==> config.mk <==
export PLATFORM = sky130hd
export DESIGN_NAME = aes_cfb_keyexp
export DESIGN_NICKNAME = d
export VERILOG_FILES = /design/src/sv/assert_macros.svh /design/src/sv/aes_cfb_pkg.sv /design/src/sv/aes_cfb_keyexp.sv
export SDC_FILE = /design/constraint.sdc
export NUM_CORES = 2
export LEC_CHECK = 0
export BUFFER_PORTS_ARGS = -buffer_cell sky130_fd_sc_hd__buf_2
export CORE_ASPECT_RATIO = 1.2
export CORE_MARGIN = 8
export CORE_UTILIZATION = 50
export CTS_CLUSTER_DIAMETER = 120
export CTS_CLUSTER_SIZE = 14
export DETAILED_ROUTE_END_ITERATION = 16
export MAX_ROUTING_LAYER = met4
export PLACE_DENSITY = 0.67
export SETUP_SLACK_MARGIN = 0.5
export SLEW_MARGIN = 20
export SYNTH_ARGS = -nofsm -noshare
export SYNTH_HDL_FRONTEND = slang
export SYNTH_SLANG_ARGS = --single-unit
==> constraint.sdc <==
create_clock -name clk -period 26.3 [get_ports clk]
set_input_delay 2.63 -clock clk [delete_from_list [all_inputs] [get_ports clk]]
set_output_delay 2.63 -clock clk [all_outputs]
set_load 0.02 [all_outputs]
==> src/sv/assert_macros.svh <==
// Assertion macros shared by the RTL.
// Define ASSERT_OFF to compile them out.
`ifndef ASSERT_MACROS_SVH
`define ASSERT_MACROS_SVH
`ifndef ASSERT_OFF
`define ASSERT_HOLDS(lbl, clk, rstn, prop, msg) \
  lbl: assert property (@(posedge clk) disable iff (!rstn) (prop)) else $error(msg);
`define ASSERT_IMPL(lbl, clk, rstn, ante, cons, msg) \
  lbl: assert property (@(posedge clk) disable iff (!rstn) (ante) |-> (cons)) else $error(msg);
`else
`define ASSERT_HOLDS(lbl, clk, rstn, prop, msg)
`define ASSERT_IMPL(lbl, clk, rstn, ante, cons, msg)
`endif
`endif

==> src/sv/aes_cfb_pkg.sv <==
// Shared types, codes and AES helper functions for the AES-256 CFB / CBC-MAC engine.
// No dependencies.
package aes_cfb_pkg;

  localparam int BLK_W  = 128;
  localparam int NUM_RK = 15;
  localparam int RK_AW  = 4;
  localparam int LAST_RND = 14;

  typedef enum logic [1:0] {
    MODE_CFB_ENC = 2'd0,
    MODE_CFB_DEC = 2'd1,
    MODE_MAC     = 2'd2,
    MODE_NONE    = 2'd3
  } mode_t;

  typedef enum logic [2:0] {
    CFG_KEY0  = 3'd0,
    CFG_KEY1  = 3'd1,
    CFG_KEY2  = 3'd2,
    CFG_KEY3  = 3'd3,
    CFG_IV_HI = 3'd4,
    CFG_IV_LO = 3'd5,
    CFG_MODE  = 3'd6,
    CFG_RSVD  = 3'd7
  } cfg_idx_t;

  typedef enum logic [1:0] {
    BK_IDLE,
    BK_ROUND,
    BK_EMIT
  } bk_state_t;

  typedef struct packed {
    mode_t             mode;
    logic              first;
    logic              last;
    logic [BLK_W-1:0]  blk;
  } item_t;

  localparam logic [7:0] SBOX [256] = '{
    8'h63,8'h7c,8'h77,8'h7b,8'hf2,8'h6b,8'h6f,8'hc5,8'h30,8'h01,8'h67,8'h2b,8'hfe,8'hd7,8'hab,8'h76,
    8'hca,8'h82,8'hc9,8'h7d,8'hfa,8'h59,8'h47,8'hf0,8'had,8'hd4,8'ha2,8'haf,8'h9c,8'ha4,8'h72,8'hc0,
    8'hb7,8'hfd,8'h93,8'h26,8'h36,8'h3f,8'hf7,8'hcc,8'h34,8'ha5,8'he5,8'hf1,8'h71,8'hd8,8'h31,8'h15,
    8'h04,8'hc7,8'h23,8'hc3,8'h18,8'h96,8'h05,8'h9a,8'h07,8'h12,8'h80,8'he2,8'heb,8'h27,8'hb2,8'h75,
    8'h09,8'h83,8'h2c,8'h1a,8'h1b,8'h6e,8'h5a,8'ha0,8'h52,8'h3b,8'hd6,8'hb3,8'h29,8'he3,8'h2f,8'h84,
    8'h53,8'hd1,8'h00,8'hed,8'h20,8'hfc,8'hb1,8'h5b,8'h6a,8'hcb,8'hbe,8'h39,8'h4a,8'h4c,8'h58,8'hcf,
    8'hd0,8'hef,8'haa,8'hfb,8'h43,8'h4d,8'h33,8'h85,8'h45,8'hf9,8'h02,8'h7f,8'h50,8'h3c,8'h9f,8'ha8,
    8'h51,8'ha3,8'h40,8'h8f,8'h92,8'h9d,8'h38,8'hf5,8'hbc,8'hb6,8'hda,8'h21,8'h10,8'hff,8'hf3,8'hd2,
    8'hcd,8'h0c,8'h13,8'hec,8'h5f,8'h97,8'h44,8'h17,8'hc4,8'ha7,8'h7e,8'h3d,8'h64,8'h5d,8'h19,8'h73,
    8'h60,8'h81,8'h4f,8'hdc,8'h22,8'h2a,8'h90,8'h88,8'h46,8'hee,8'hb8,8'h14,8'hde,8'h5e,8'h0b,8'hdb,
    8'he0,8'h32,8'h3a,8'h0a,8'h49,8'h06,8'h24,8'h5c,8'hc2,8'hd3,8'hac,8'h62,8'h91,8'h95,8'he4,8'h79,
    8'he7,8'hc8,8'h37,8'h6d,8'h8d,8'hd5,8'h4e,8'ha9,8'h6c,8'h56,8'hf4,8'hea,8'h65,8'h7a,8'hae,8'h08,
    8'hba,8'h78,8'h25,8'h2e,8'h1c,8'ha6,8'hb4,8'hc6,8'he8,8'hdd,8'h74,8'h1f,8'h4b,8'hbd,8'h8b,8'h8a,
    8'h70,8'h3e,8'hb5,8'h66,8'h48,8'h03,8'hf6,8'h0e,8'h61,8'h35,8'h57,8'hb9,8'h86,8'hc1,8'h1d,8'h9e,
    8'he1,8'hf8,8'h98,8'h11,8'h69,8'hd9,8'h8e,8'h94,8'h9b,8'h1e,8'h87,8'he9,8'hce,8'h55,8'h28,8'hdf,
    8'h8c,8'ha1,8'h89,8'h0d,8'hbf,8'he6,8'h42,8'h68,8'h41,8'h99,8'h2d,8'h0f,8'hb0,8'h54,8'hbb,8'h16
  };

  function automatic logic [7:0] xtime(input logic [7:0] a);
    return {a[6:0], 1'b0} ^ (a[7] ? 8'h1b : 8'h00);
  endfunction

  function automatic logic [31:0] sub_word(input logic [31:0] w);
    return {SBOX[w[31:24]], SBOX[w[23:16]], SBOX[w[15:8]], SBOX[w[7:0]]};
  endfunction

  function automatic logic [127:0] aes_round(input logic [127:0] s, input logic [127:0] k,
                                             input logic do_mix);
    logic [7:0] sb [16];
    logic [7:0] t  [16];
    logic [7:0] m  [16];
    logic [7:0] x;
    logic [127:0] r;
    for (int i = 0; i < 16; i++) begin
      sb[i] = SBOX[s[127-8*i -: 8]];
    end
    for (int c = 0; c < 4; c++) begin
      for (int i = 0; i < 4; i++) begin
        t[i+4*c] = sb[i + 4*((c+i) & 3)];
      end
    end
    for (int c = 0; c < 4; c++) begin
      x = t[4*c] ^ t[4*c+1] ^ t[4*c+2] ^ t[4*c+3];
      m[4*c]   = t[4*c]   ^ x ^ xtime(t[4*c]   ^ t[4*c+1]);
      m[4*c+1] = t[4*c+1] ^ x ^ xtime(t[4*c+1] ^ t[4*c+2]);
      m[4*c+2] = t[4*c+2] ^ x ^ xtime(t[4*c+2] ^ t[4*c+3]);
      m[4*c+3] = t[4*c+3] ^ x ^ xtime(t[4*c+3] ^ t[4*c]);
    end
    for (int i = 0; i < 16; i++) begin
      r[127-8*i -: 8] = do_mix ? m[i] : t[i];
    end
    return r ^ k;
  endfunction

endpackage

==> src/sv/aes_cfb_keyexp.sv <==
// AES-256 key schedule: one round key per cycle into a 15-entry round key store.
// Depends on aes_cfb_pkg.
module aes_cfb_keyexp (
  input  logic                             clk,
  input  logic                             rst_n,
  input  logic                             start,
  input  logic [255:0]                     key,
  input  logic [aes_cfb_pkg::RK_AW-1:0]    rd_addr,
  output logic [aes_cfb_pkg::BLK_W-1:0]    rd_data,
  output logic                             busy
);
  import aes_cfb_pkg::*;

  logic [BLK_W-1:0] rk_mem [NUM_RK];
  logic [BLK_W-1:0] rk_q_r;
  logic [BLK_W-1:0] p2_r, p1_r, wdata;
  logic [RK_AW-1:0] cnt_r;
  logic             busy_r;
  logic [31:0]      t, n0, n1, n2, n3;
  logic [7:0]       rcon;

  always_comb begin
    rcon = 8'd1 << 3'(cnt_r[3:1] - 3'd1);
    t = cnt_r[0] ? sub_word(p1_r[31:0])
                 : sub_word({p1_r[23:0], p1_r[31:24]}) ^ {rcon, 24'd0};
    n0 = p2_r[127:96] ^ t;
    n1 = p2_r[95:64] ^ n0;
    n2 = p2_r[63:32] ^ n1;
    n3 = p2_r[31:0] ^ n2;
    case (cnt_r)
      4'd0:    wdata = key[255:128];
      4'd1:    wdata = key[127:0];
      default: wdata = {n0, n1, n2, n3};
    endcase
  end

  always_ff @(posedge clk) begin
    if (!rst_n) begin
      busy_r <= 1'b1;
      cnt_r  <= '0;
    end else if (start) begin
      busy_r <= 1'b1;
      cnt_r  <= '0;
    end else if (busy_r) begin
      cnt_r <= cnt_r + 1'b1;
      if (cnt_r == RK_AW'(NUM_RK-1)) begin
        busy_r <= 1'b0;
      end
    end
  end

  always_ff @(posedge clk) begin
    if (busy_r && !start) begin
      rk_mem[cnt_r] <= wdata;
      p2_r <= p1_r;
      p1_r <= wdata;
    end
    rk_q_r <= rk_mem[rd_addr];
  end

  assign rd_data = rk_q_r;
  assign busy    = busy_r;
endmodule

==> results.yml <==
run_status:
  status: "finished clean"
detailed_routing:
  first_pass_iters: 7
  dr_total_vias: 63600
  totalWireLength_mm: 327
  drtAntennaViolNets: 0
  drcViolationCount: 0
  vias_per_cell: 6.66
  drt_iter0_drc: 9145
  wl_per_cell_um: 34.3
synthesis:
  synth_fp_nets: 6791
  synth_top_area_share_pct: 63.4
  synthCells: 6464
  synth_flop_cell: "edfxtp_1"
  ys_ff_latch: 2309
  synth.area.top_cells: "edfxtp_1 63%, mux4_2 12%, dfxtp_1 2.6%"
  synth.most_common_cell: "edfxtp_1"
  synth_top_area_cell: "edfxtp_1"
  yosysSeqAreaShare_pct: 65.9
  synth_edf_count: 2176
  syn-cell-area_mm2: 0.103
  async_flop_share_pct: 0
  syn_area_per_cell_um2: 16.0
  synth.cells.most_frequent: "2176 x edfxtp_1, 549 x mux4_2, 369 x o21ai_0"
  yosysWarnings: 0
  netlist-cell-type-count: 124
timing:
  setup_violations: 0
  worst_pin_slew_ps: 1310
  slew_headroom_pct: 12.5
  drv_slew: 0
  fin_worst_skew_ps: 66.2
  finalHoldViolations: 0
  fin_crit_sh_pct: 26.5
  fin_tns_setup_ps: 0
  holdWs_ps: 397
  rsz0062_at_grt: "false"
  fin_crit_ps: 6960
  fmax_ghz: 0.144
power:
  p_comb_share_pct: 19.0
  internal_power_uw: 6120
  pwr-share-clk_pct: 30.5
  power_frac_seq_pct: 50.5
  switchingPower_uw: 2440
  leakagePower_uw: 0.0373
  vdd_drop_max_uv: 57.7
  power.density_mw_per_mm2: 75.4
  switching_share_pct: 28.5
setup_path:
  timing.rr.start: "p1_r[9]"
  path_class: "in -> reg"
  cp_common_cell: "buf_4"
  cp_data_required_time_ps: 26990
  reg2reg_to: "rk_mem[2][17]"
  r2r_slack_ps: 19770
  rr_worst_depth: 13
  cp-end-kind: "register"
  start_kind: "input pin"
  path_max_fanout: 99
  cpPeakStageDelay_ps: 860
  worstPathArrival_ps: 7650
  slowest_stage: "buf_4"
  crit_chain: "buf_8, buf_12, buf_4, buf_4, buf_4, mux4_2, mux4_2"
global_route:
  grt_pass1_wl_mm: 461
  antenna_found_initial: 11
  grt-ovfl-total: 0
  track_usage_pct: 29.5
  grt_pass1_vias: 62000
  grt_max_degree: 179
layout:
  syn_to_final_growth_pct: 10.2
  fill_cells: 16000
  fin_nets: 7059
  drive_above_1_share_pct: 22.3
cts:
  numCtsBuffers: 183
  cts_root_buffer: "clkbuf_16"
  cts.htree.levels: 4
  clockBufferDepth: 3
  cts_hold_buf: 0
  clkSinkCount: 2309
  cts_setup_buffers: 0
  cts_tree: "built"
  clkSlewWorstSetupHoldPaths_ps: 70
  insertion_delay_ps: 840
  post_cts_resized: 0
min_path:
  hold_class: "reg -> reg"
  worstHoldStart: "p1_r[39]"
  holdPathEnd: "p2_r[39]"
  whs_path_depth: 0
place:
  gp_congestion: 1.00
  portBuffers: 391
  dp_hpwl_mm: 204
run:
  max-cap-violations: 0
floorplanning:
  num_rows: 182
  ios: 392
  die_x_um: 431
  die_y_um: 513
  coreArea_mm2: 0.205
  dieArea_mm2: 0.221
  start_util_pct: 50.3
-- sequential cells by signal (all words and copies together) (netlist names) --
name and flops:
cnt_r 4, busy 1, p1_r 128, rd_data 128, rk_mem 1920, p2_r 128
-- per-stage QoR --
stage               total power, µW  std cells  util, %  area [µm²]  worst slack [ps]
floorplan                      5360       6464        -      103000              5950
global placement               5980       9214     52.7      108000             18420
detailed placement             6000       9214     52.7      108000             18420
CTS                            8590       9544     55.4      114000             19330
global route                   8820       9547     55.4      114000             18950
finish                         8570       9549     55.4      114000             19340
-- final cells by class --
type	instances	area, µm²	area share (%)
flip-flops and latches	2309	68000	59.8
multi-input cells	3575	32900	28.9
clock buffers	316	5150	4.53
repair buffers	606	3740	3.29
well taps	2668	3340	2.94
clock inverters	14	315	0.277
inverters	57	214	0.188
diodes	4	10.0	0.00881
-- layer usage --
layer	vias to the layer above	track usage, %	wire [µm]
li1	26600	-	-
met1	32900	38.5	127000
met2	3425	47.5	159000
met3	663	3.94	25100
met4	0	11.7	15900
met5	-	-	0
-- power groups by stage --
stage	sequential [µW]	clock [µW]	combinational (µW)
detailed placement	4400	0	1590
global route	4330	2790	1700
finish	4320	2610	1630
global placement	4400	0	1580
CTS	4330	2670	1600
floorplan	4410	0	945
-- logic make-up after synthesis --
| group | after synthesis | synth area share (%) |
|---|---|---|
| fa+ha+maj | 64 | 0.777 |
| buf+inv | 580 | 2.46 |
| xor+xnor | 184 | 1.82 |
| flops | 2309 | 65.9 |
| simple gates | 1252 | 6.23 |
| mux | 739 | 13.9 |
| compound gates | 1336 | 8.87 |
-- worst max-delay path, delay by kind of cell --
family	cells	cell delay, ps
buffers and inverters	5	3480
multiplexers	2	1090
-- worst max path at each step --
stage | cells past startpoint | endpoint | slack [ps] | from
floorplan | 4 | rk_mem[2][0] | 5950 | start
global placement | 7 | rd_data[62] | 18420 | rd_addr[0]
detailed placement | 7 | rd_data[61] | 18420 | rd_addr[0]
CTS | 7 | rd_data[61] | 19330 | rd_addr[0]
global route | 7 | rd_data[61] | 18950 | rd_addr[0]
finish | 7 | rd_data[61] | 19340 | rd_addr[0]
-- cells in the final DEF, fill, tap and decap left out, types with 33 or more instances in the layout --
cell / n
mux2i_1: 168
inv_1: 40
a311oi_1: 37
a22oi_1: 128
clkbuf_16: 186
o21ai_0: 326
and3_1: 33
o311ai_0: 38
nor3b_1: 33
nand3_1: 114
xnor2_1: 89
nand4_1: 34
nor2b_1: 114
nor3_1: 109
a31oi_1: 65
dfxtp_1: 132
clkbuf_1: 129
nand2b_1: 119
mux4_2: 549
nand2_1: 339
edfxtp_1: 2176
ha_1: 64
o21ai_2: 36
buf_2: 387
a211oi_1: 49
o211ai_1: 58
o21ai_1: 54
a21oi_1: 166
nor2_1: 169
buf_4: 204
xor2_1: 71
Power figures use the tool's default switching activity.
