## src/sv/assert_macros.svh

```systemverilog
// Assertion macros shared by the RTL.
// Define ASSERT_OFF to compile them out.
`ifndef ASSERT_MACROS_SVH
`define ASSERT_MACROS_SVH
`ifndef ASSERT_OFF
`define ASSERT_HOLDS(lbl, clk, rstn, prop, msg) \
  lbl: assert property (@(posedge clk) disable iff (!rstn) (prop)) else $error(msg);
`define ASSERT_IMPL(lbl, clk, rstn, ante, cons, msg) \
  lbl: assert property (@(posedge clk) disable iff (!rstn) (ante) |-> (cons)) else $error(msg);
`else
`define ASSERT_HOLDS(lbl, clk, rstn, prop, msg)
`define ASSERT_IMPL(lbl, clk, rstn, ante, cons, msg)
`endif
`endif

```

## src/sv/aes_cfb_pkg.sv

```systemverilog
// Shared types, codes and AES helper functions for the AES-256 CFB / CBC-MAC engine.
// No dependencies.
package aes_cfb_pkg;

  localparam int BLK_W  = 128;
  localparam int NUM_RK = 15;
  localparam int RK_AW  = 4;
  localparam int LAST_RND = 14;

  typedef enum logic [1:0] {
    MODE_CFB_ENC = 2'd0,
    MODE_CFB_DEC = 2'd1,
    MODE_MAC     = 2'd2,
    MODE_NONE    = 2'd3
  } mode_t;

  typedef enum logic [2:0] {
    CFG_KEY0  = 3'd0,
    CFG_KEY1  = 3'd1,
    CFG_KEY2  = 3'd2,
    CFG_KEY3  = 3'd3,
    CFG_IV_HI = 3'd4,
    CFG_IV_LO = 3'd5,
    CFG_MODE  = 3'd6,
    CFG_RSVD  = 3'd7
  } cfg_idx_t;

  typedef enum logic [1:0] {
    BK_IDLE,
    BK_ROUND,
    BK_EMIT
  } bk_state_t;

  typedef struct packed {
    mode_t             mode;
    logic              first;
    logic              last;
    logic [BLK_W-1:0]  blk;
  } item_t;

  localparam logic [7:0] SBOX [256] = '{
    8'h63,8'h7c,8'h77,8'h7b,8'hf2,8'h6b,8'h6f,8'hc5,8'h30,8'h01,8'h67,8'h2b,8'hfe,8'hd7,8'hab,8'h76,
    8'hca,8'h82,8'hc9,8'h7d,8'hfa,8'h59,8'h47,8'hf0,8'had,8'hd4,8'ha2,8'haf,8'h9c,8'ha4,8'h72,8'hc0,
    8'hb7,8'hfd,8'h93,8'h26,8'h36,8'h3f,8'hf7,8'hcc,8'h34,8'ha5,8'he5,8'hf1,8'h71,8'hd8,8'h31,8'h15,
    8'h04,8'hc7,8'h23,8'hc3,8'h18,8'h96,8'h05,8'h9a,8'h07,8'h12,8'h80,8'he2,8'heb,8'h27,8'hb2,8'h75,
    8'h09,8'h83,8'h2c,8'h1a,8'h1b,8'h6e,8'h5a,8'ha0,8'h52,8'h3b,8'hd6,8'hb3,8'h29,8'he3,8'h2f,8'h84,
    8'h53,8'hd1,8'h00,8'hed,8'h20,8'hfc,8'hb1,8'h5b,8'h6a,8'hcb,8'hbe,8'h39,8'h4a,8'h4c,8'h58,8'hcf,
    8'hd0,8'hef,8'haa,8'hfb,8'h43,8'h4d,8'h33,8'h85,8'h45,8'hf9,8'h02,8'h7f,8'h50,8'h3c,8'h9f,8'ha8,
    8'h51,8'ha3,8'h40,8'h8f,8'h92,8'h9d,8'h38,8'hf5,8'hbc,8'hb6,8'hda,8'h21,8'h10,8'hff,8'hf3,8'hd2,
    8'hcd,8'h0c,8'h13,8'hec,8'h5f,8'h97,8'h44,8'h17,8'hc4,8'ha7,8'h7e,8'h3d,8'h64,8'h5d,8'h19,8'h73,
    8'h60,8'h81,8'h4f,8'hdc,8'h22,8'h2a,8'h90,8'h88,8'h46,8'hee,8'hb8,8'h14,8'hde,8'h5e,8'h0b,8'hdb,
    8'he0,8'h32,8'h3a,8'h0a,8'h49,8'h06,8'h24,8'h5c,8'hc2,8'hd3,8'hac,8'h62,8'h91,8'h95,8'he4,8'h79,
    8'he7,8'hc8,8'h37,8'h6d,8'h8d,8'hd5,8'h4e,8'ha9,8'h6c,8'h56,8'hf4,8'hea,8'h65,8'h7a,8'hae,8'h08,
    8'hba,8'h78,8'h25,8'h2e,8'h1c,8'ha6,8'hb4,8'hc6,8'he8,8'hdd,8'h74,8'h1f,8'h4b,8'hbd,8'h8b,8'h8a,
    8'h70,8'h3e,8'hb5,8'h66,8'h48,8'h03,8'hf6,8'h0e,8'h61,8'h35,8'h57,8'hb9,8'h86,8'hc1,8'h1d,8'h9e,
    8'he1,8'hf8,8'h98,8'h11,8'h69,8'hd9,8'h8e,8'h94,8'h9b,8'h1e,8'h87,8'he9,8'hce,8'h55,8'h28,8'hdf,
    8'h8c,8'ha1,8'h89,8'h0d,8'hbf,8'he6,8'h42,8'h68,8'h41,8'h99,8'h2d,8'h0f,8'hb0,8'h54,8'hbb,8'h16
  };

  function automatic logic [7:0] xtime(input logic [7:0] a);
    return {a[6:0], 1'b0} ^ (a[7] ? 8'h1b : 8'h00);
  endfunction

  function automatic logic [31:0] sub_word(input logic [31:0] w);
    return {SBOX[w[31:24]], SBOX[w[23:16]], SBOX[w[15:8]], SBOX[w[7:0]]};
  endfunction

  function automatic logic [127:0] aes_round(input logic [127:0] s, input logic [127:0] k,
                                             input logic do_mix);
    logic [7:0] sb [16];
    logic [7:0] t  [16];
    logic [7:0] m  [16];
    logic [7:0] x;
    logic [127:0] r;
    for (int i = 0; i < 16; i++) begin
      sb[i] = SBOX[s[127-8*i -: 8]];
    end
    for (int c = 0; c < 4; c++) begin
      for (int i = 0; i < 4; i++) begin
        t[i+4*c] = sb[i + 4*((c+i) & 3)];
      end
    end
    for (int c = 0; c < 4; c++) begin
      x = t[4*c] ^ t[4*c+1] ^ t[4*c+2] ^ t[4*c+3];
      m[4*c]   = t[4*c]   ^ x ^ xtime(t[4*c]   ^ t[4*c+1]);
      m[4*c+1] = t[4*c+1] ^ x ^ xtime(t[4*c+1] ^ t[4*c+2]);
      m[4*c+2] = t[4*c+2] ^ x ^ xtime(t[4*c+2] ^ t[4*c+3]);
      m[4*c+3] = t[4*c+3] ^ x ^ xtime(t[4*c+3] ^ t[4*c]);
    end
    for (int i = 0; i < 16; i++) begin
      r[127-8*i -: 8] = do_mix ? m[i] : t[i];
    end
    return r ^ k;
  endfunction

endpackage

```

## src/sv/aes_cfb_core.sv

```systemverilog
// Back end: iterate AES-256 rounds on the chain, apply the mode, hold the result.
// Depends on aes_cfb_pkg; round keys come from aes_cfb_keyexp.
module aes_cfb_core (
  input  logic                            clk,
  input  logic                            rst_n,
  input  logic [127:0]                    iv,
  input  logic                            q_valid,
  input  aes_cfb_pkg::item_t              q_item,
  output logic                            q_pop,
  output logic [aes_cfb_pkg::RK_AW-1:0]   rk_addr,
  input  logic [127:0]                    rk,
  output logic                            out_tvalid,
  input  logic                            out_tready,
  output logic [127:0]                    out_tdata,
  output logic                            out_tuser,
  output logic                            out_tlast
);
  import aes_cfb_pkg::*;

  bk_state_t         st_r, st_nxt;
  item_t             itm_r;
  logic [RK_AW-1:0]  rnd_r, rnd_nxt;
  logic [127:0]      s_r, s_nxt, chain_r, chain_nxt, cv, res;
  logic              ov_r, ov_nxt, load, emit, out_free, is_mac;
  logic [127:0]      od_r;
  logic              otag_r, olast_r;

  assign out_free = !ov_r || out_tready;
  assign is_mac   = (itm_r.mode == MODE_MAC);
  assign res      = is_mac ? s_r : (itm_r.blk ^ s_r);

  always_comb begin
    st_nxt = st_r;
    case (st_r)
      BK_IDLE:  if (q_valid) st_nxt = BK_ROUND;
      BK_ROUND: if (rnd_r == RK_AW'(LAST_RND)) st_nxt = BK_EMIT;
      BK_EMIT:  if ((is_mac && !itm_r.last) || out_free) st_nxt = BK_IDLE;
      default:  st_nxt = BK_IDLE;
    endcase
  end

  always_comb begin
    load  = (st_r == BK_IDLE) && q_valid;
    emit  = (st_r == BK_EMIT) && !(is_mac && !itm_r.last) && out_free;
    q_pop = load;
    cv = q_item.first ? ((q_item.mode == MODE_MAC) ? '0 : iv) : chain_r;
    rnd_nxt   = rnd_r;
    s_nxt     = s_r;
    chain_nxt = chain_r;
    ov_nxt    = ov_r && !out_tready;
    case (st_r)
      BK_IDLE: begin
        rnd_nxt = '0;
        if (load) s_nxt = (q_item.mode == MODE_MAC) ? (cv ^ q_item.blk) : cv;
      end
      BK_ROUND: begin
        s_nxt   = (rnd_r == '0) ? (s_r ^ rk) : aes_round(s_r, rk, rnd_r != RK_AW'(LAST_RND));
        rnd_nxt = rnd_r + 1'b1;
      end
      BK_EMIT: begin
        if (st_nxt == BK_IDLE) begin
          case (itm_r.mode)
            MODE_CFB_ENC: chain_nxt = res;
            MODE_CFB_DEC: chain_nxt = itm_r.blk;
            default:      chain_nxt = s_r;
          endcase
        end
        if (emit) ov_nxt = 1'b1;
      end
      default: rnd_nxt = '0;
    endcase
    rk_addr = rnd_nxt;
  end

  always_ff @(posedge clk) begin
    if (!rst_n) begin
      st_r    <= BK_IDLE;
      rnd_r   <= '0;
      ov_r    <= 1'b0;
      chain_r <= '0;
    end else begin
      st_r    <= st_nxt;
      rnd_r   <= rnd_nxt;
      ov_r    <= ov_nxt;
      chain_r <= chain_nxt;
    end
  end

  always_ff @(posedge clk) begin
    s_r <= s_nxt;
    if (load) itm_r <= q_item;
    if (emit) begin
      od_r    <= {res[63:0], res[127:64]};
      otag_r  <= is_mac;
      olast_r <= itm_r.last;
    end
  end

  assign out_tvalid = ov_r;
  assign out_tdata  = od_r;
  assign out_tuser  = otag_r;
  assign out_tlast  = olast_r;
endmodule

```

## config.mk

```make
export PLATFORM = sky130hd
export DESIGN_NAME = aes_cfb_core
export DESIGN_NICKNAME = d
export VERILOG_FILES = /design/src/sv/assert_macros.svh /design/src/sv/aes_cfb_pkg.sv /design/src/sv/aes_cfb_core.sv
export SDC_FILE = /design/constraint.sdc
export NUM_CORES = 2
export LEC_CHECK = 0
export BUFFER_PORTS_ARGS = -buffer_cell sky130_fd_sc_hd__buf_4
export CAP_MARGIN = 20
export CELL_PAD_IN_SITES_DETAIL_PLACEMENT = 1
export CELL_PAD_IN_SITES_GLOBAL_PLACEMENT = 1
export CORE_MARGIN = 4
export CORE_UTILIZATION = 43
export CTS_CLUSTER_DIAMETER = 80
export DETAILED_ROUTE_END_ITERATION = 10
export GPL_ROUTABILITY_DRIVEN = 1
export HOLD_SLACK_MARGIN = 0.05
export PLACE_DENSITY = 0.81
export SETUP_SLACK_MARGIN = 0.5
export SYNTH_ARGS = -nofsm -noshare
export SYNTH_HDL_FRONTEND = slang
export SYNTH_SLANG_ARGS = --single-unit
```

## constraint.sdc

```tcl
create_clock -name clk -period 7.1 [get_ports clk]
set_input_delay 0.71 -clock clk [delete_from_list [all_inputs] [get_ports clk]]
set_output_delay 0.71 -clock clk [all_outputs]
set_load 0.005 [all_outputs]
```

==> flow_metrics.py <==
metrics = {
    "setup_path": {
        "endpoint_kind": "flip-flop",
        "worstSetupPathType": "reg2reg",
        "crit_required_ns": 7.61,
        "start_kind": "flip-flop",
        "path_max_fanout": 79,
        "worstPathArrival_ns": 6.52,
    },
    "layout": {
        "layout-drive-gt1-share_pct": 13.2,
        "regArea_um2": 14400,
        "fin_cells": 14300,
        "fin_nets": 12100,
        "fillers": 24900,
        "synthToLayoutAreaGrowth_pct": 8.24,
        "multi_input_area_um2": 66100,
    },
    "clock_tree": {
        "cts_buffers": 80,
        "worstSkewPairLatency_ns": 0.80,
        "clk_pin_slew_ns": 0.07,
        "cts_tree": "built",
        "post_cts_buffers": 0,
        "post_cts_resized": 0,
        "clock_path_buffers": 3,
        "cts_sinks": 524,
        "cts_root_buf": "clkbuf_16",
        "cts_hold_buffers": 0,
        "htreeDepth": 3,
    },
    "logic_synthesis": {
        "yosysSeqAreaShare_pct": 16.5,
        "syn_nets": 12500,
        "netlist_instances": 11900,
        "synth_area_um2": 87400,
        "synth.largest_area_cell": "edfxtp_1",
        "synth_cell_types": 127,
        "synth-simple-area-share_pct": 22.3,
        "synthArstFlopShare_pct": 0,
        "synth_top_family_by_area": "compound AO/OA/AOI/OAI gates",
        "synthAdderAreaFrac_pct": 3.49,
        "ys_ff_latch": 524,
        "synth_xor_area_share_pct": 8.79,
        "yosysTopAreaCellShare_pct": 13.4,
        "yosys-mux-area-fraction_pct": 6.76,
        "syn_area_per_cell_um2": 7.35,
        "ys_warn_count": 0,
        "synth-edff-count": 389,
        "yosys_most_used_dff": "edfxtp_1",
        "synth-compound-area-share_pct": 34.0,
        "synth_area_leaders": "edfxtp_1 13%, a21oi_1 6.7%, xnor2_1 6.1%, o21ai_0 5.2%, mux4_2 4.7%",
    },
    "routing": {
        "viasPerCell": 7.46,
        "routed_wl_um": 516000,
        "drc": 0,
        "wl_per_cell_um": 36.2,
        "vias": 106000,
        "ant_nets": 0,
        "drt-initial-drc-count": 17200,
        "drt_pass1_iterations": 8,
    },
    "power_and_ir_drop": {
        "p_leak_nw": 33.5,
        "ir_drop_mv": 0.224,
        "powerDensity_nw_per_um2": 303,
    },
    "placement": {
        "dp_cells": 14100,
        "place_hpwl_um": 365000,
        "port_buffers": 527,
        "gp_congestion": 1.07,
    },
    "grt": {
        "grt.total_usage_pct": 46.2,
        "grt_pass1_wl_um": 740000,
        "grt_pass1_vias": 102000,
        "overflow": 0,
        "grt_max_degree": 151,
        "antenna_found_initial": 52,
    },
    "sta": {
        "rsz0062_at_grt": "false",
        "finClkSkew_ns": 0.0644,
        "fin_setup_tns_ns": 0,
        "setup_violations": 0,
        "slew_viol_final": 0,
        "hold_viol_final": 0,
        "slew_headroom_pct": 9.37,
        "fin_crit_ns": 6.01,
        "tightest_slew_ns": 1.34,
        "fmax_mhz": 166,
        "finalCritPeriodShare_pct": 84.6,
    },
    "die": {
        "dieArea_um2": 211000,
        "fp.coreArea_um2": 202000,
        "io_pins": 528,
        "fp-row-count": 165,
        "fp.dieH_um": 459,
        "initial_core_util_pct": 43.2,
        "chipWidth_um": 459,
    },
    "run": {
        "cap_violations": 0,
    },
    "outcome": {
        "status": "completed",
    },
    "worst_hold_path": {
        "min_path_type": "in2reg",
    },
}
layout make-up:
type | instances | share of cell area (%)
multi-input combinational | 9773 | 69.8
sequential | 524 | 15.2
timing repair buffer | 907 | 7.68
tap | 2672 | 3.53
clock buffer | 107 | 2.39
inverter | 194 | 0.775
clock inverter | 42 | 0.477
antenna | 41 | 0.108
where the power goes:
group	switching, mW	internal, mW	leakage (nW)
registers	0.314	3.56	4.77
clock network	1.82	2.45	1.33
logic	13.3	7.20	27.4
total	15.5	13.2	33.5
placed cells by master (no fill, tap or decap), types with 45 or more instances in the layout:
cell	synthesis	final
a21oi_1	1167	1167
nand2_1	1020	1017
o21ai_0	909	909
buf_4	83	865
nor2_1	863	861
xnor2_1	604	604
nor2b_1	477	475
edfxtp_1	389	389
nand2b_1	341	339
nor3_1	314	314
nand3_1	300	298
a311oi_1	282	279
ha_1	244	243
a31oi_1	234	234
a211oi_1	208	208
o211ai_1	206	206
mux4_2	183	183
o311ai_0	161	161
inv_1	158	154
xor2_1	149	149
dfxtp_1	135	135
and3_1	115	114
mux2i_1	113	113
o31ai_1	108	108
a221oi_1	98	97
o22ai_1	95	95
or2_2	89	89
and2_1	86	84
clkbuf_16	0	84
a2111oi_0	79	79
or3_1	78	78
a211o_1	72	72
o221ai_1	72	72
a22oi_1	71	71
a21o_1	65	65
o21a_1	53	53
a311o_1	49	49
mux2_2	45	45
o311a_1	45	45
registers in the layout (all words and copies together), names as in the netlist:
signal / count
out_tvalid: 1
rnd_r: 4
out_tlast: 1
itm_r: 131
chain_r: 128
s_r: 128
st_r: 2
out_tuser: 1
out_tdata: 128
logic make-up after synthesis:
logic type,after synthesis
compound gates,4439
buf+inv,1593
mux,349
xor+xnor,804
simple gates,3937
flops,524
fa+ha+maj,244
synth_stat cells, types with 44 or more instances:
library cell and n:
buf_2 432, nand3_1 300, and2_1 86, buf_4 83, o22ai_1 95, a211o_1 72
o31ai_1 108, a21oi_1 1167, a2111oi_0 79, o211ai_1 206, nor3_1 314, a211oi_1 208
nand3b_1 44, a311oi_1 282, nor2b_1 477, nand2_1 1020, xnor2_1 604, a31oi_1 234
a21o_1 65, o21ai_0 909, inv_1 158, clkbuf_1 727, nor2_1 863, mux2i_1 113
dfxtp_1 135, o21a_1 53, a221oi_1 98, edfxtp_1 389, a311o_1 49, or2_2 89
ha_1 244, o221ai_1 72, buf_1 118, and3_1 115, xor2_1 149, o311ai_0 161
or3_1 78, o311a_1 45, mux2_2 45, nand2b_1 341, mux4_2 183, a22oi_1 71
critical path, cell delays in order, from the launching register on:
cell and delay [ns]:
edfxtp_1 0.37, buf_4 0.54, buf_4 0.73, nor2b_1 0.45
a221oi_1 0.19, a21boi_0 0.17, o311ai_0 0.66, o311ai_1 0.23
buf_4 0.24, xor2_1 0.33, xor3_2 0.39, xor2_1 0.24
nand3_1 0.11, a31oi_1 0.60, buf_4 0.23, xnor2_1 0.13
a21oi_1 0.09
final timing paths:
| check | start | endpoint | slack, ns | cells after the start |
|---|---|---|---|---|
| worst min register to register | chain_r[11] | chain_r[11] | 0.48 | 2 |
| worst max-delay path | s_r[114] | s_r[16] | 1.09 | 16 |
| worst min-delay path | q_item[35] | itm_r[35] | 0.1 | 1 |
| worst max register to register | s_r[114] | s_r[16] | 1.09 | 16 |
through the flow:
step	utilization, %	cell area (µm²)	hold WS [ns]	worst slack [ns]	total power [mW]
2_1_floorplan	-	87400	0.421	0.781	16.8
3_3_place_gp	45.4	91700	0.457	1.12	23.2
3_5_place_dp	45.4	91700	0.470	1.33	23.4
4_1_cts	46.7	94400	0.0861	1.31	27.8
5_1_grt	46.8	94600	0.0961	0.953	29.5
6_report	46.8	94600	0.0959	1.09	28.7
routing by layer:
layer  GRT usage, %  part of all wire, %
met5              0                0.027
met4           32.9                  8.7
met3           11.9                   12
met2           69.0                   43
met1           58.0                   37
Power figures use the tool's default switching activity.
