==> src/sv/assert_macros.svh <==
// Assertion macros shared by the RTL.
// Define ASSERT_OFF to compile them out.
`ifndef ASSERT_MACROS_SVH
`define ASSERT_MACROS_SVH
`ifndef ASSERT_OFF
`define ASSERT_HOLDS(lbl, clk, rstn, prop, msg) \
  lbl: assert property (@(posedge clk) disable iff (!rstn) (prop)) else $error(msg);
`define ASSERT_IMPL(lbl, clk, rstn, ante, cons, msg) \
  lbl: assert property (@(posedge clk) disable iff (!rstn) (ante) |-> (cons)) else $error(msg);
`else
`define ASSERT_HOLDS(lbl, clk, rstn, prop, msg)
`define ASSERT_IMPL(lbl, clk, rstn, ante, cons, msg)
`endif
`endif

==> src/sv/aes_cfb_pkg.sv <==
// Shared types, codes and AES helper functions for the AES-256 CFB / CBC-MAC engine.
// No dependencies.
package aes_cfb_pkg;

  localparam int BLK_W  = 128;
  localparam int NUM_RK = 15;
  localparam int RK_AW  = 4;
  localparam int LAST_RND = 14;

  typedef enum logic [1:0] {
    MODE_CFB_ENC = 2'd0,
    MODE_CFB_DEC = 2'd1,
    MODE_MAC     = 2'd2,
    MODE_NONE    = 2'd3
  } mode_t;

  typedef enum logic [2:0] {
    CFG_KEY0  = 3'd0,
    CFG_KEY1  = 3'd1,
    CFG_KEY2  = 3'd2,
    CFG_KEY3  = 3'd3,
    CFG_IV_HI = 3'd4,
    CFG_IV_LO = 3'd5,
    CFG_MODE  = 3'd6,
    CFG_RSVD  = 3'd7
  } cfg_idx_t;

  typedef enum logic [1:0] {
    BK_IDLE,
    BK_ROUND,
    BK_EMIT
  } bk_state_t;

  typedef struct packed {
    mode_t             mode;
    logic              first;
    logic              last;
    logic [BLK_W-1:0]  blk;
  } item_t;

  localparam logic [7:0] SBOX [256] = '{
    8'h63,8'h7c,8'h77,8'h7b,8'hf2,8'h6b,8'h6f,8'hc5,8'h30,8'h01,8'h67,8'h2b,8'hfe,8'hd7,8'hab,8'h76,
    8'hca,8'h82,8'hc9,8'h7d,8'hfa,8'h59,8'h47,8'hf0,8'had,8'hd4,8'ha2,8'haf,8'h9c,8'ha4,8'h72,8'hc0,
    8'hb7,8'hfd,8'h93,8'h26,8'h36,8'h3f,8'hf7,8'hcc,8'h34,8'ha5,8'he5,8'hf1,8'h71,8'hd8,8'h31,8'h15,
    8'h04,8'hc7,8'h23,8'hc3,8'h18,8'h96,8'h05,8'h9a,8'h07,8'h12,8'h80,8'he2,8'heb,8'h27,8'hb2,8'h75,
    8'h09,8'h83,8'h2c,8'h1a,8'h1b,8'h6e,8'h5a,8'ha0,8'h52,8'h3b,8'hd6,8'hb3,8'h29,8'he3,8'h2f,8'h84,
    8'h53,8'hd1,8'h00,8'hed,8'h20,8'hfc,8'hb1,8'h5b,8'h6a,8'hcb,8'hbe,8'h39,8'h4a,8'h4c,8'h58,8'hcf,
    8'hd0,8'hef,8'haa,8'hfb,8'h43,8'h4d,8'h33,8'h85,8'h45,8'hf9,8'h02,8'h7f,8'h50,8'h3c,8'h9f,8'ha8,
    8'h51,8'ha3,8'h40,8'h8f,8'h92,8'h9d,8'h38,8'hf5,8'hbc,8'hb6,8'hda,8'h21,8'h10,8'hff,8'hf3,8'hd2,
    8'hcd,8'h0c,8'h13,8'hec,8'h5f,8'h97,8'h44,8'h17,8'hc4,8'ha7,8'h7e,8'h3d,8'h64,8'h5d,8'h19,8'h73,
    8'h60,8'h81,8'h4f,8'hdc,8'h22,8'h2a,8'h90,8'h88,8'h46,8'hee,8'hb8,8'h14,8'hde,8'h5e,8'h0b,8'hdb,
    8'he0,8'h32,8'h3a,8'h0a,8'h49,8'h06,8'h24,8'h5c,8'hc2,8'hd3,8'hac,8'h62,8'h91,8'h95,8'he4,8'h79,
    8'he7,8'hc8,8'h37,8'h6d,8'h8d,8'hd5,8'h4e,8'ha9,8'h6c,8'h56,8'hf4,8'hea,8'h65,8'h7a,8'hae,8'h08,
    8'hba,8'h78,8'h25,8'h2e,8'h1c,8'ha6,8'hb4,8'hc6,8'he8,8'hdd,8'h74,8'h1f,8'h4b,8'hbd,8'h8b,8'h8a,
    8'h70,8'h3e,8'hb5,8'h66,8'h48,8'h03,8'hf6,8'h0e,8'h61,8'h35,8'h57,8'hb9,8'h86,8'hc1,8'h1d,8'h9e,
    8'he1,8'hf8,8'h98,8'h11,8'h69,8'hd9,8'h8e,8'h94,8'h9b,8'h1e,8'h87,8'he9,8'hce,8'h55,8'h28,8'hdf,
    8'h8c,8'ha1,8'h89,8'h0d,8'hbf,8'he6,8'h42,8'h68,8'h41,8'h99,8'h2d,8'h0f,8'hb0,8'h54,8'hbb,8'h16
  };

  function automatic logic [7:0] xtime(input logic [7:0] a);
    return {a[6:0], 1'b0} ^ (a[7] ? 8'h1b : 8'h00);
  endfunction

  function automatic logic [31:0] sub_word(input logic [31:0] w);
    return {SBOX[w[31:24]], SBOX[w[23:16]], SBOX[w[15:8]], SBOX[w[7:0]]};
  endfunction

  function automatic logic [127:0] aes_round(input logic [127:0] s, input logic [127:0] k,
                                             input logic do_mix);
    logic [7:0] sb [16];
    logic [7:0] t  [16];
    logic [7:0] m  [16];
    logic [7:0] x;
    logic [127:0] r;
    for (int i = 0; i < 16; i++) begin
      sb[i] = SBOX[s[127-8*i -: 8]];
    end
    for (int c = 0; c < 4; c++) begin
      for (int i = 0; i < 4; i++) begin
        t[i+4*c] = sb[i + 4*((c+i) & 3)];
      end
    end
    for (int c = 0; c < 4; c++) begin
      x = t[4*c] ^ t[4*c+1] ^ t[4*c+2] ^ t[4*c+3];
      m[4*c]   = t[4*c]   ^ x ^ xtime(t[4*c]   ^ t[4*c+1]);
      m[4*c+1] = t[4*c+1] ^ x ^ xtime(t[4*c+1] ^ t[4*c+2]);
      m[4*c+2] = t[4*c+2] ^ x ^ xtime(t[4*c+2] ^ t[4*c+3]);
      m[4*c+3] = t[4*c+3] ^ x ^ xtime(t[4*c+3] ^ t[4*c]);
    end
    for (int i = 0; i < 16; i++) begin
      r[127-8*i -: 8] = do_mix ? m[i] : t[i];
    end
    return r ^ k;
  endfunction

endpackage

==> src/sv/aes_cfb_front.sv <==
// Input side: accept items, drop the unused mode, hold up to two in a queue.
// Depends on aes_cfb_pkg.
module aes_cfb_front (
  input  logic                   clk,
  input  logic                   rst_n,
  input  logic                   in_tvalid,
  output logic                   in_tready,
  input  logic [127:0]           in_tdata,
  input  logic                   in_tuser,
  input  logic                   in_tlast,
  input  aes_cfb_pkg::mode_t     mode,
  input  logic                   hold,
  output logic                   q_valid,
  output aes_cfb_pkg::item_t     q_item,
  input  logic                   q_pop
);
  import aes_cfb_pkg::*;

  item_t      ent_r [2];
  logic       wp_r, rp_r;
  logic [1:0] cnt_r;
  logic       push;
  item_t      nitem;

  assign in_tready = (cnt_r != 2'd2) && !hold;
  assign push      = in_tvalid && in_tready && (mode != MODE_NONE);
  assign q_valid   = (cnt_r != 2'd0);
  assign q_item    = ent_r[rp_r];

  always_comb begin
    nitem.mode  = mode;
    nitem.first = in_tuser;
    nitem.last  = in_tlast;
    nitem.blk   = {in_tdata[63:0], in_tdata[127:64]};
  end

  always_ff @(posedge clk) begin
    if (!rst_n) begin
      wp_r  <= 1'b0;
      rp_r  <= 1'b0;
      cnt_r <= 2'd0;
    end else begin
      if (push) wp_r <= ~wp_r;
      if (q_pop) rp_r <= ~rp_r;
      cnt_r <= cnt_r + {1'b0, push} - {1'b0, q_pop};
    end
  end

  always_ff @(posedge clk) begin
    if (push) ent_r[wp_r] <= nitem;
  end
endmodule

==> config.mk <==
export PLATFORM = sky130hd
export DESIGN_NAME = aes_cfb_front
export DESIGN_NICKNAME = d
export VERILOG_FILES = /design/src/sv/assert_macros.svh /design/src/sv/aes_cfb_pkg.sv /design/src/sv/aes_cfb_front.sv
export SDC_FILE = /design/constraint.sdc
export NUM_CORES = 1
export LEC_CHECK = 0
export ABC_AREA = 0
export BUFFER_PORTS_ARGS = -buffer_cell sky130_fd_sc_hd__buf_2
export CAP_MARGIN = 15
export CORE_ASPECT_RATIO = 1.2
export CORE_MARGIN = 2
export CORE_UTILIZATION = 24
export DETAILED_ROUTE_END_ITERATION = 8
export HOLD_SLACK_MARGIN = 0.03
export SYNTH_ARGS = -nofsm -noshare
export SYNTH_HDL_FRONTEND = slang
export SYNTH_SLANG_ARGS = --single-unit
==> constraint.sdc <==
create_clock -name clk -period 21 [get_ports clk]
set_input_delay 2.1 -clock clk [delete_from_list [all_inputs] [get_ports clk]]
set_output_delay 2.1 -clock clk [all_outputs]
set_load 0.05 [all_outputs]
==> results.yml, run 1 <==
outcome:
  status: "completed"
sta:
  whs_ps: 531
  worst_case_headroom_to_the_max_slew_limit: 0.352
  fin_setup_tns_ps: 0
  min_period_over_period: 0.235
  skew_ps: 16.6
  timing.final.max_slew_violations: 0
  setup_repair_after_global_routing_missed_its_margin: "false"
  report.final.setup_viol: 0
  finalHoldViolations: 0
  period_minus_slack_ps: 4930
  max_clock_freq_mhz: 203
  worst_slew_pin_slew_ps: 973
yosys:
  synth_enable_flop_cells: 264
  syn-num-nets: 576
  yosys_warnings: 0
  synth_sequential_area_ratio: 0.794
  synthDominantAreaCellType: "sky130_fd_sc_hd__edfxtp_1"
  synth_compound_gate_area_share: 0
  synth_xor_area_frac: 0.00260
  yosys-mux-area-fraction: 0.178
  synth.top_cells.by_area: "sky130_fd_sc_hd__edfxtp_1, sky130_fd_sc_hd__mux2_4, sky130_fd_sc_hd__mux2_2"
  synth_simple_gate_area_frac: 0.00866
  synth_cell_types: 18
  post_synth_top_flop: "sky130_fd_sc_hd__edfxtp_1"
  synth_adder_area_share: 0.00247
  yosysTopAreaCellShare: 0.784
  async_reset_ff_frac: 0
  synth.avg_cell_area_um2: 23.1
  postSynthCellCount: 437
  synthTopCellsByCount: "sky130_fd_sc_hd__edfxtp_1, sky130_fd_sc_hd__mux2_4, sky130_fd_sc_hd__mux2_2"
  main_combinational_cell_family_by_area_after_synthesis: "multiplexers"
  yosys_register_bits: 269
  netlist_area_mm2: 0.0101
  synthMostInstantiatedCell: "sky130_fd_sc_hd__edfxtp_1"
worst_hold_path:
  holdCritPathClass: "reg -> reg"
final_layout:
  final-seq-area_mm2: 0.00803
  fin_nets: 867
  final.fill_count: 4160
  area_delta_synth_final_pct: 28.7
  final_layout_size_suffix_gt1_frac: 0.608
  multiInputGateArea_mm2: 0.00195
pwr:
  total_power_uw: 1330
  vdd_ir_drop_max_mv: 0.0779
  power.density_cell_area_mw_per_mm2: 102
  total_leakage_power_uw: 0.00486
setup_path:
  cp_data_arrival_time_ps: 2830
  slowest_delay_ps: 820
  timing.critical_path.to_type: "primary output"
  setup_slack_of_the_worst_register_to_register_path_ps: 18020
  setup.worst_path.class: "reg -> out"
  cp_slowest_cell: "sky130_fd_sc_hd__buf_4"
  crit_path_max_fanout: 48
  path_cells: "buf_4, mux2_2, buf_2"
  worstSetupStartpointType: "flip-flop"
  data_required_time_at_the_worst_endpoint_ps: 18900
global_route:
  busiest_layer: "met2"
  grt_antenna_before_repair: 5
  first_pass_grt_wire_length_um: 30000
  groute.layer.met1.usage: 0.0948
  global_route.usage.met3: 0.0372
  grt_start_max_net_pins: 68
  use_met2: 0.161
  grt_pass1_vias: 5229
  grt-ovfl-total: 0
  globalRouteTotalUtil: 0.0903
detailed_routing:
  drt-vias-per-instance: 3.87
  pre_repair_dr_iteration_count: 4
  drt-wirelength-per-cell_um: 15.9
  initialDrtViolationCount: 178
  postRouteWirelength_um: 20600
  final_antenna_net_count: 0
  vias: 5019
  remaining_drc_errors: 0
flow_run:
  cap_violations: 0
clock_network:
  cts-resized-gates: 0
  numCtsBuffers: 28
  cts-root-to-sink-buffers: 3
  clock_transition_time_at_the_flip_flop_clock_pins_of_the_worst_setup_and_hold_paths_ps: 70
  h-tree-depth: 1
  post_cts_setup_buffers: 0
  ctsHoldBuffers: 0
  tritoncts: "yes"
  clock-root-buffer: "sky130_fd_sc_hd__clkbuf_16"
  clk_latency_ps: 550
  cts.sinks: 269
die:
  die_w_um: 191
  number_of_core_rows: 82
  design.portCount: 271
  floorplan.die_area_mm2: 0.0438
  dieHeight_um: 229
  core_area_mm2: 0.0417
  starting_density: 0.243
placement:
  io_buffer_count: 270
  gp_routability_congestion: 0.708
  place.detailed.hpwl_um: 13700
[cell type report]
class	count	area share
Inverter	2	0.000577
Tap cell	546	0.0525
Antenna cell	1	0.000192
Clock inverter	19	0.0154
Clock buffer	33	0.0569
Sequential cell	269	0.617
Timing Repair Buffer	276	0.107
Multi-Input combinational cell	151	0.150
[routing by layer]
metal  part of all wire  routed length, um
met4              0.024                489
met1               0.37               7560
met2               0.51              10500
met5             0.0028                 57
met3              0.098               2010
[state kept, by name, summed over array words and instances, names as in the netlist, named ones only]
| name | count |
|---|---|
| rp_r | 1 |
| ent_r | 264 |
| cnt_r | 2 |
| wp_r | 1 |
[stage by stage]
step                      worst slack (ps)  std cells  utilization  area (um2)
after global placement               16180       1244        0.290       12100
after CTS                            15980       1296        0.312       13000
after global routing                 15920       1296        0.312       13000
after detailed placement             16170       1244        0.290       12100
final                                16070       1297        0.312       13000
after floorplan                      12540        437            -       10100
[worst max-delay path, delay by kind of cell (launching register included)]
kind                   cells  cell delay [ps]
multiplexers               1              450
flip-flops                 1              740
buffers and inverters      2             1040
[cells by family (layout without fill, tap and decap cells)]
logic type | count (synthesis) | in the layout
other | 0 | 1
buffers and inverters | 17 | 330
and+or+nand+nor | 13 | 13
xor gates and xnor gates | 3 | 3
muxes | 133 | 133
DFF | 269 | 269
adders and majority gates | 2 | 2
[cells in the final DEF, fill, tap and decap left out, drive strengths merged, types with 3 or more instances in the layout]
master / count
clkbuf: 33
clkinv: 12
edfxtp: 264
nand2: 3
buf: 276
dfxtp: 5
mux2: 132
and2: 4
bufinv: 4
nor2: 3
clkinvlp: 3
[power breakdown]
part	switching, uW	internal (uW)	leakage, uW
combinational	138	64.1	0.00196
sequential	8.30	616	0.00245
clock	203	301	0.000454
[worst paths after layout]
kind / startpoint / endpoint / cells after the start
worst max-delay path: flip-flop / q_item[0] / 3
worst min-delay path: wp_r$_SDFFE_PN0P_ / wp_r$_SDFFE_PN0P_ / 2
worst max register to register: cnt_r[1]$_SDFF_PN0_ / ent_r[0][88]$_DFFE_PP_ / 5
worst min register to register: wp_r$_SDFFE_PN0P_ / wp_r$_SDFFE_PN0P_ / 2
(Power assumes the default switching activity.)
==> inputs of run 2 (changes only) <==
- clock period: 21 -> 4.3 ns (I/O delays scaled with it)
==> run 2 against run 1 <==
Compared with the run above: via count increased by 3.6%; register-to-register slack got worse by 16000 ps; critical path depth unchanged; utilization increased by 1.1 points; final area increased by 3.5%; clock skew decreased by 7.6 ps; largest power group unchanged.
==> results.yml, run 2 (same netlist as run 1, synthesis figures left out) <==
outcome:
  status: "completed"
clock_network:
  tritoncts: "yes"
  post_cts_setup_buffers: 0
  h-tree-depth: 1
  cts.sinks: 269
  cts-root-to-sink-buffers: 3
  clock-root-buffer: "sky130_fd_sc_hd__clkbuf_16"
  clk_latency_ps: 540
  clock_transition_time_at_the_flip_flop_clock_pins_of_the_worst_setup_and_hold_paths_ps: 60
  numCtsBuffers: 28
setup_path:
  reg2reg_path_depth: 4
  crit_path_max_fanout: 32
  cp_data_arrival_time_ps: 2420
  worstReg2RegStart: "cnt_r[1]$_SDFF_PN0_"
  worst_reg2reg_path_endpoint: "ent_r[1][109]$_DFFE_PP_"
  timing.critical_path.to_type: "primary output"
  data_required_time_at_the_worst_endpoint_ps: 3870
  setup_slack_of_the_worst_register_to_register_path_ps: 2110
  setup.worst_path.class: "reg -> out"
  worstSetupStartpointType: "flip-flop"
final_layout:
  top_register: "ent_r"
  area_delta_synth_final_pct: 33.2
  finish.cell_count_without_fillers: 1347
  final_common_cell: "sky130_fd_sc_hd__buf_2"
  biggestRegsByFlops: "ent_r: 264 flops, cnt_r: 2 flops"
  final_layout_size_suffix_gt1_frac: 0.561
  largest_register_ffs: 264
  post-route-cell-area_mm2: 0.0135
  most_used_cells_in_the_layout_excluding_fill_and_tap_cells: "sky130_fd_sc_hd__buf_2, sky130_fd_sc_hd__edfxtp_1, sky130_fd_sc_hd__mux2_4, sky130_fd_sc_hd__mux2_2, sky130_fd_sc_hd__dlygate4sd3_1"
  fin_nets: 919
pwr:
  total_leakage_power_uw: 0.00504
  vdd_ir_drop_max_mv: 0.400
  switching_share: 0.267
  clock_power_share: 0.356
  p_sw_uw: 1690
  power.share.combinational: 0.162
  seq_power_share: 0.481
  power.density_cell_area_mw_per_mm2: 470
  p_int_uw: 4640
placement:
  gp_routability_congestion: 0.669
  io_buffer_count: 270
  worst_slack_placed_ps: 1940
  place.detailed.hpwl_um: 12900
  number_of_placed_cells_counting_well_taps: 1244
  placedInstanceArea_mm2: 0.0121
detailed_routing:
  final_antenna_net_count: 0
  vias: 5202
  drt-wirelength-per-cell_um: 15.3
  remaining_drc_errors: 0
  postRouteWirelength_um: 20700
  initialDrtViolationCount: 192
  pre_repair_dr_iteration_count: 4
  drt-vias-per-instance: 3.86
global_route:
  globalRouteTotalUtil: 0.0915
  grt-ovfl-total: 0
  grt_antenna_before_repair: 2
  grt_start_max_net_pins: 133
  first_pass_grt_wire_length_um: 31000
  grt_pass1_vias: 5656
sta:
  skew_ps: 9.01
  report.final.setup_viol: 0
  period_minus_slack_ps: 2850
  worst_case_headroom_to_the_max_slew_limit: 0.255
  timing.final.max_slew_violations: 0
  setup_repair_after_global_routing_missed_its_margin: "false"
  fin_setup_tns_ps: 0
  worst_slew_pin_slew_ps: 1120
  fin_ws_ps: 1450
  max_clock_freq_mhz: 351
  whs_ps: 75.4
  finalHoldViolations: 0
  min_period_over_period: 0.663
worst_hold_path:
  timing.hold.worst_path_depth: 1
  timing.hold.worst_endpoint: "ent_r[1][45]$_DFFE_PP_"
  startpoint_of_the_worst_hold_path: "in_tdata[109]"
  holdCritPathClass: "in -> reg"
die:
  floorplan.die_area_mm2: 0.0438
  core_area_mm2: 0.0417
  dieHeight_um: 229
  number_of_core_rows: 82
  starting_density: 0.243
  die_w_um: 191
  design.portCount: 271
flow_run:
  cap_violations: 0
==> run 2: cell count changes in the layout (fill, tap and decap cells not counted), sizes merged <==
cell         before  now
dlygate4sd3       0   52
inv               2    4
clkbuf           33   36
bufinv            4    1
clkinv           12    9
clkinvlp          3    2
==> run 2: routing by layer <==
metal	share of wire	wire length (um)	up-vias	track usage
li1	-	-	2415	-
met1	0.38	7760	2548	0.0989
met2	0.50	10400	201	0.162
met3	0.095	1960	36	0.0341
met4	0.025	517	2	0.0317
met5	0.00063	13	-	0
==> run 2: worst max-delay path, cell delays in order (launching register included) <==
cell                      delay (ps)
sky130_fd_sc_hd__dfxtp_4         740
sky130_fd_sc_hd__buf_4           470
sky130_fd_sc_hd__mux2_2          410
sky130_fd_sc_hd__buf_2           220
==> run 2: worst max path at each step <==
stage / cells past startpoint / slack, ps / startpoint / to
after detailed placement: 3 / 1940 / flip-flop / q_item[14]
after global placement: 3 / 1950 / flip-flop / q_item[14]
after CTS: 3 / 1330 / flip-flop / q_item[14]
final: 3 / 1450 / flip-flop / q_item[14]
after global routing: 3 / 1320 / flip-flop / q_item[14]
after floorplan: 3 / -290 / cnt_r[1]$_SDFF_PN0_ / ent_r[0][0]$_DFFE_PP_
==> run 2: area by class of cell <==
cell class / count / area [um2]
multi-input combinational: 151 / 1950
antenna: 1 / 2.50
fill: 4125 / 28200
clock inverter: 14 / 98.8
tap: 546 / 683
timing repair buffer: 328 / 1940
clock buffer: 36 / 752
sequential: 269 / 8030
inverter: 2 / 7.51
==> run 2: stage by stage <==
stage	total power [uW]	util
2_1_floorplan	3880	-
4_1_cts	6460	0.323
3_3_place_gp	4100	0.290
3_5_place_dp	4110	0.290
5_1_grt	6590	0.323
6_report	6330	0.323
==> run 2: timing repair <==
item | CTS | global route
hold buffers | 52 | 0
resized for setup | 0 | 0
endpoints found under the hold margin | 102 | 0
==> run 2: power groups by stage <==
| stage | Sequential [uW] | Clock [uW] | Combinational (uW) |
|---|---|---|---|
| 2_1_floorplan | 3090 | 0 | 784 |
| 3_3_place_gp | 3100 | 0 | 996 |
| 3_5_place_dp | 3110 | 0 | 1000 |
| 4_1_cts | 3050 | 2370 | 1050 |
| 5_1_grt | 3060 | 2450 | 1080 |
| 6_report | 3050 | 2260 | 1030 |
==> inputs of run 3 (changes only) <==
- clock period: 4.3 -> 2.6 ns (I/O delays scaled with it)
==> run 3 against run 2 <==
Compared with the run above: clock power rose by 69%; critical path depth rose by 1; worst setup slack got worse by 1100 ps; sequential power rose by 65%; die area did not move; sequential cell count did not move; highest routed layer unchanged; largest cell class unchanged; routed wire length rose by 1.7%; first-iteration DRC count is 0.52% lower; utilization up 2.3 points; worst hold slack better by 9.2 ps.
==> results.yml, run 3 (same netlist as run 1, synthesis figures left out) <==
outcome:
  status: "completed"
final_layout:
  final_layout_size_suffix_gt1_frac: 0.512
  final_common_cell: "sky130_fd_sc_hd__buf_2"
  fin_nets: 1007
  area_delta_synth_final_pct: 42.7
  most_used_cells_in_the_layout_excluding_fill_and_tap_cells: "sky130_fd_sc_hd__buf_2, sky130_fd_sc_hd__edfxtp_1, sky130_fd_sc_hd__dlygate4sd3_1, sky130_fd_sc_hd__mux2_4, sky130_fd_sc_hd__mux2_2"
  final.fill_count: 3999
  top_register: "ent_r"
  largest_register_ffs: 264
  biggestRegsByFlops: "ent_r: 264 flops, cnt_r: 2 flops"
  finish.cell_count_without_fillers: 1438
global_route:
  grt_pass1_vias: 5972
  grt_antenna_before_repair: 3
  globalRouteTotalUtil: 0.0925
  grt_start_max_net_pins: 72
  grt-ovfl-total: 0
  first_pass_grt_wire_length_um: 31900
clock_network:
  post_cts_setup_buffers: 0
  cts-resized-gates: 0
  tritoncts: "yes"
  clock_transition_time_at_the_flip_flop_clock_pins_of_the_worst_setup_and_hold_paths_ps: 50
  clock-root-buffer: "sky130_fd_sc_hd__clkbuf_16"
  cts.sinks: 269
  numCtsBuffers: 28
  ctsHoldBuffers: 133
  cts-root-to-sink-buffers: 3
  h-tree-depth: 1
  clk_latency_ps: 550
die:
  core_area_mm2: 0.0417
  starting_density: 0.243
  design.portCount: 271
  die_w_um: 191
  number_of_core_rows: 82
  dieHeight_um: 229
  floorplan.die_area_mm2: 0.0438
setup_path:
  worstReg2RegStart: "cnt_r[1]$_SDFF_PN0_"
  setup.worst_path.class: "reg -> out"
  cp_slowest_cell: "sky130_fd_sc_hd__dfxtp_4"
  slowest_delay_ps: 370
  critical_path_buf_inv_count: 3
  crit_path_max_fanout: 24
  timing.critical_path.to_type: "primary output"
  critical_path.most_common_cell: "sky130_fd_sc_hd__buf_12"
  data_required_time_at_the_worst_endpoint_ps: 2340
  worstSetupStartpointType: "flip-flop"
  cp_data_arrival_time_ps: 1950
  path_cells: "buf_12, buf_12, mux2_4, buf_2"
  cpLargestDelayFamily: "buffers and inverters"
pwr:
  p_int_uw: 7880
  seq_power_share: 0.469
  power.density_cell_area_mw_per_mm2: 742
  switching_share: 0.264
  clock_power_share: 0.358
  power.share.combinational: 0.173
  total_leakage_power_uw: 0.00545
  p_sw_uw: 2820
  vdd_ir_drop_max_mv: 0.630
detailed_routing:
  remaining_drc_errors: 0
  drt-vias-per-instance: 3.85
  postRouteWirelength_um: 21000
  drt-wirelength-per-cell_um: 14.6
  pre_repair_dr_iteration_count: 4
  vias: 5533
  initialDrtViolationCount: 191
  final_antenna_net_count: 0
sta:
  worst_case_headroom_to_the_max_slew_limit: 0.668
  setup_repair_after_global_routing_missed_its_margin: "false"
  max_clock_freq_mhz: 452
  whs_ps: 84.6
  worst_slew_pin_slew_ps: 498
  report.final.setup_viol: 0
  finalHoldViolations: 0
  min_period_over_period: 0.850
  fin_ws_ps: 389
  skew_ps: 15.0
  timing.final.max_slew_violations: 0
  period_minus_slack_ps: 2210
placement:
  place.detailed.hpwl_um: 13400
  io_buffer_count: 270
  number_of_placed_cells_counting_well_taps: 1251
  worst_slack_placed_ps: 838
  gp_routability_congestion: 0.668
flow_run:
  cap_violations: 0
worst_hold_path:
  holdCritPathClass: "in -> reg"
  startpoint_of_the_worst_hold_path: "q_pop"
==> run 3: cell count changes in the layout (fill, tap and decap cells not counted), sizes merged <==
cell	previous run	this run
bufinv	1	2
dlygate4sd3	52	133
clkinv	9	13
buf	276	283
diode	1	2
inv	4	3
clkinvlp	2	0
==> run 3: per-layer routing <==
metal	GRT usage	vias up	wire, um
met1	0.104	2688	8230
met2	0.160	195	10300
met5	0	-	13
met3	0.0304	40	1870
met4	0.0377	2	640
li1	-	2608	-
==> run 3: final timing paths <==
| check | end | cells past startpoint | slack [ps] |
|---|---|---|---|
| max | q_item[105] | 4 | 390 |
| min | flip-flop | 3 | 80 |
| max reg2reg | cnt_r[1]$_SDFF_PN0_ | 8 | 850 |
| min reg2reg | wp_r$_SDFFE_PN0P_ | 2 | 520 |
==> run 3: final cells by class <==
class                   count  area, um2  area share
diodes                      2       5.00    0.000347
repair buffers            416       2870       0.199
multi-input cells         151       1960       0.136
flip-flops and latches    269       8030       0.557
clock buffers              36        752      0.0521
inverters                   2       7.51    0.000520
well taps                 546        683      0.0473
clock inverters            16        126     0.00876
==> run 3: worst min-delay path, cell delays in order <==
cell                     delay, ps
sky130_fd_sc_hd__buf_2         110
sky130_fd_sc_hd__xor2_1         70
sky130_fd_sc_hd__and2_1        150
==> run 3: power by group through the flow <==
| stage | clock network (uW) | logic [uW] | registers (uW) |
|---|---|---|---|
| finish | 3830 | 1860 | 5020 |
| global route | 4140 | 1960 | 5030 |
| CTS | 3990 | 1880 | 5020 |
| detailed placement | 0 | 1710 | 5110 |
| global placement | 0 | 1700 | 5100 |
| floorplan | 0 | 1300 | 5110 |
==> run 3: metrics by stage <==
step / utilization / instance area, um2 / TNS, ps / total power [uW]
final: 0.346 / 14400 / 0 / 10700
after detailed placement: 0.293 / 12200 / 0 / 6820
after global placement: 0.293 / 12200 / 0 / 6800
after global routing: 0.346 / 14400 / 0 / 11100
after floorplan: - / 10100 / -129160 / 6410
after CTS: 0.346 / 14400 / 0 / 10900
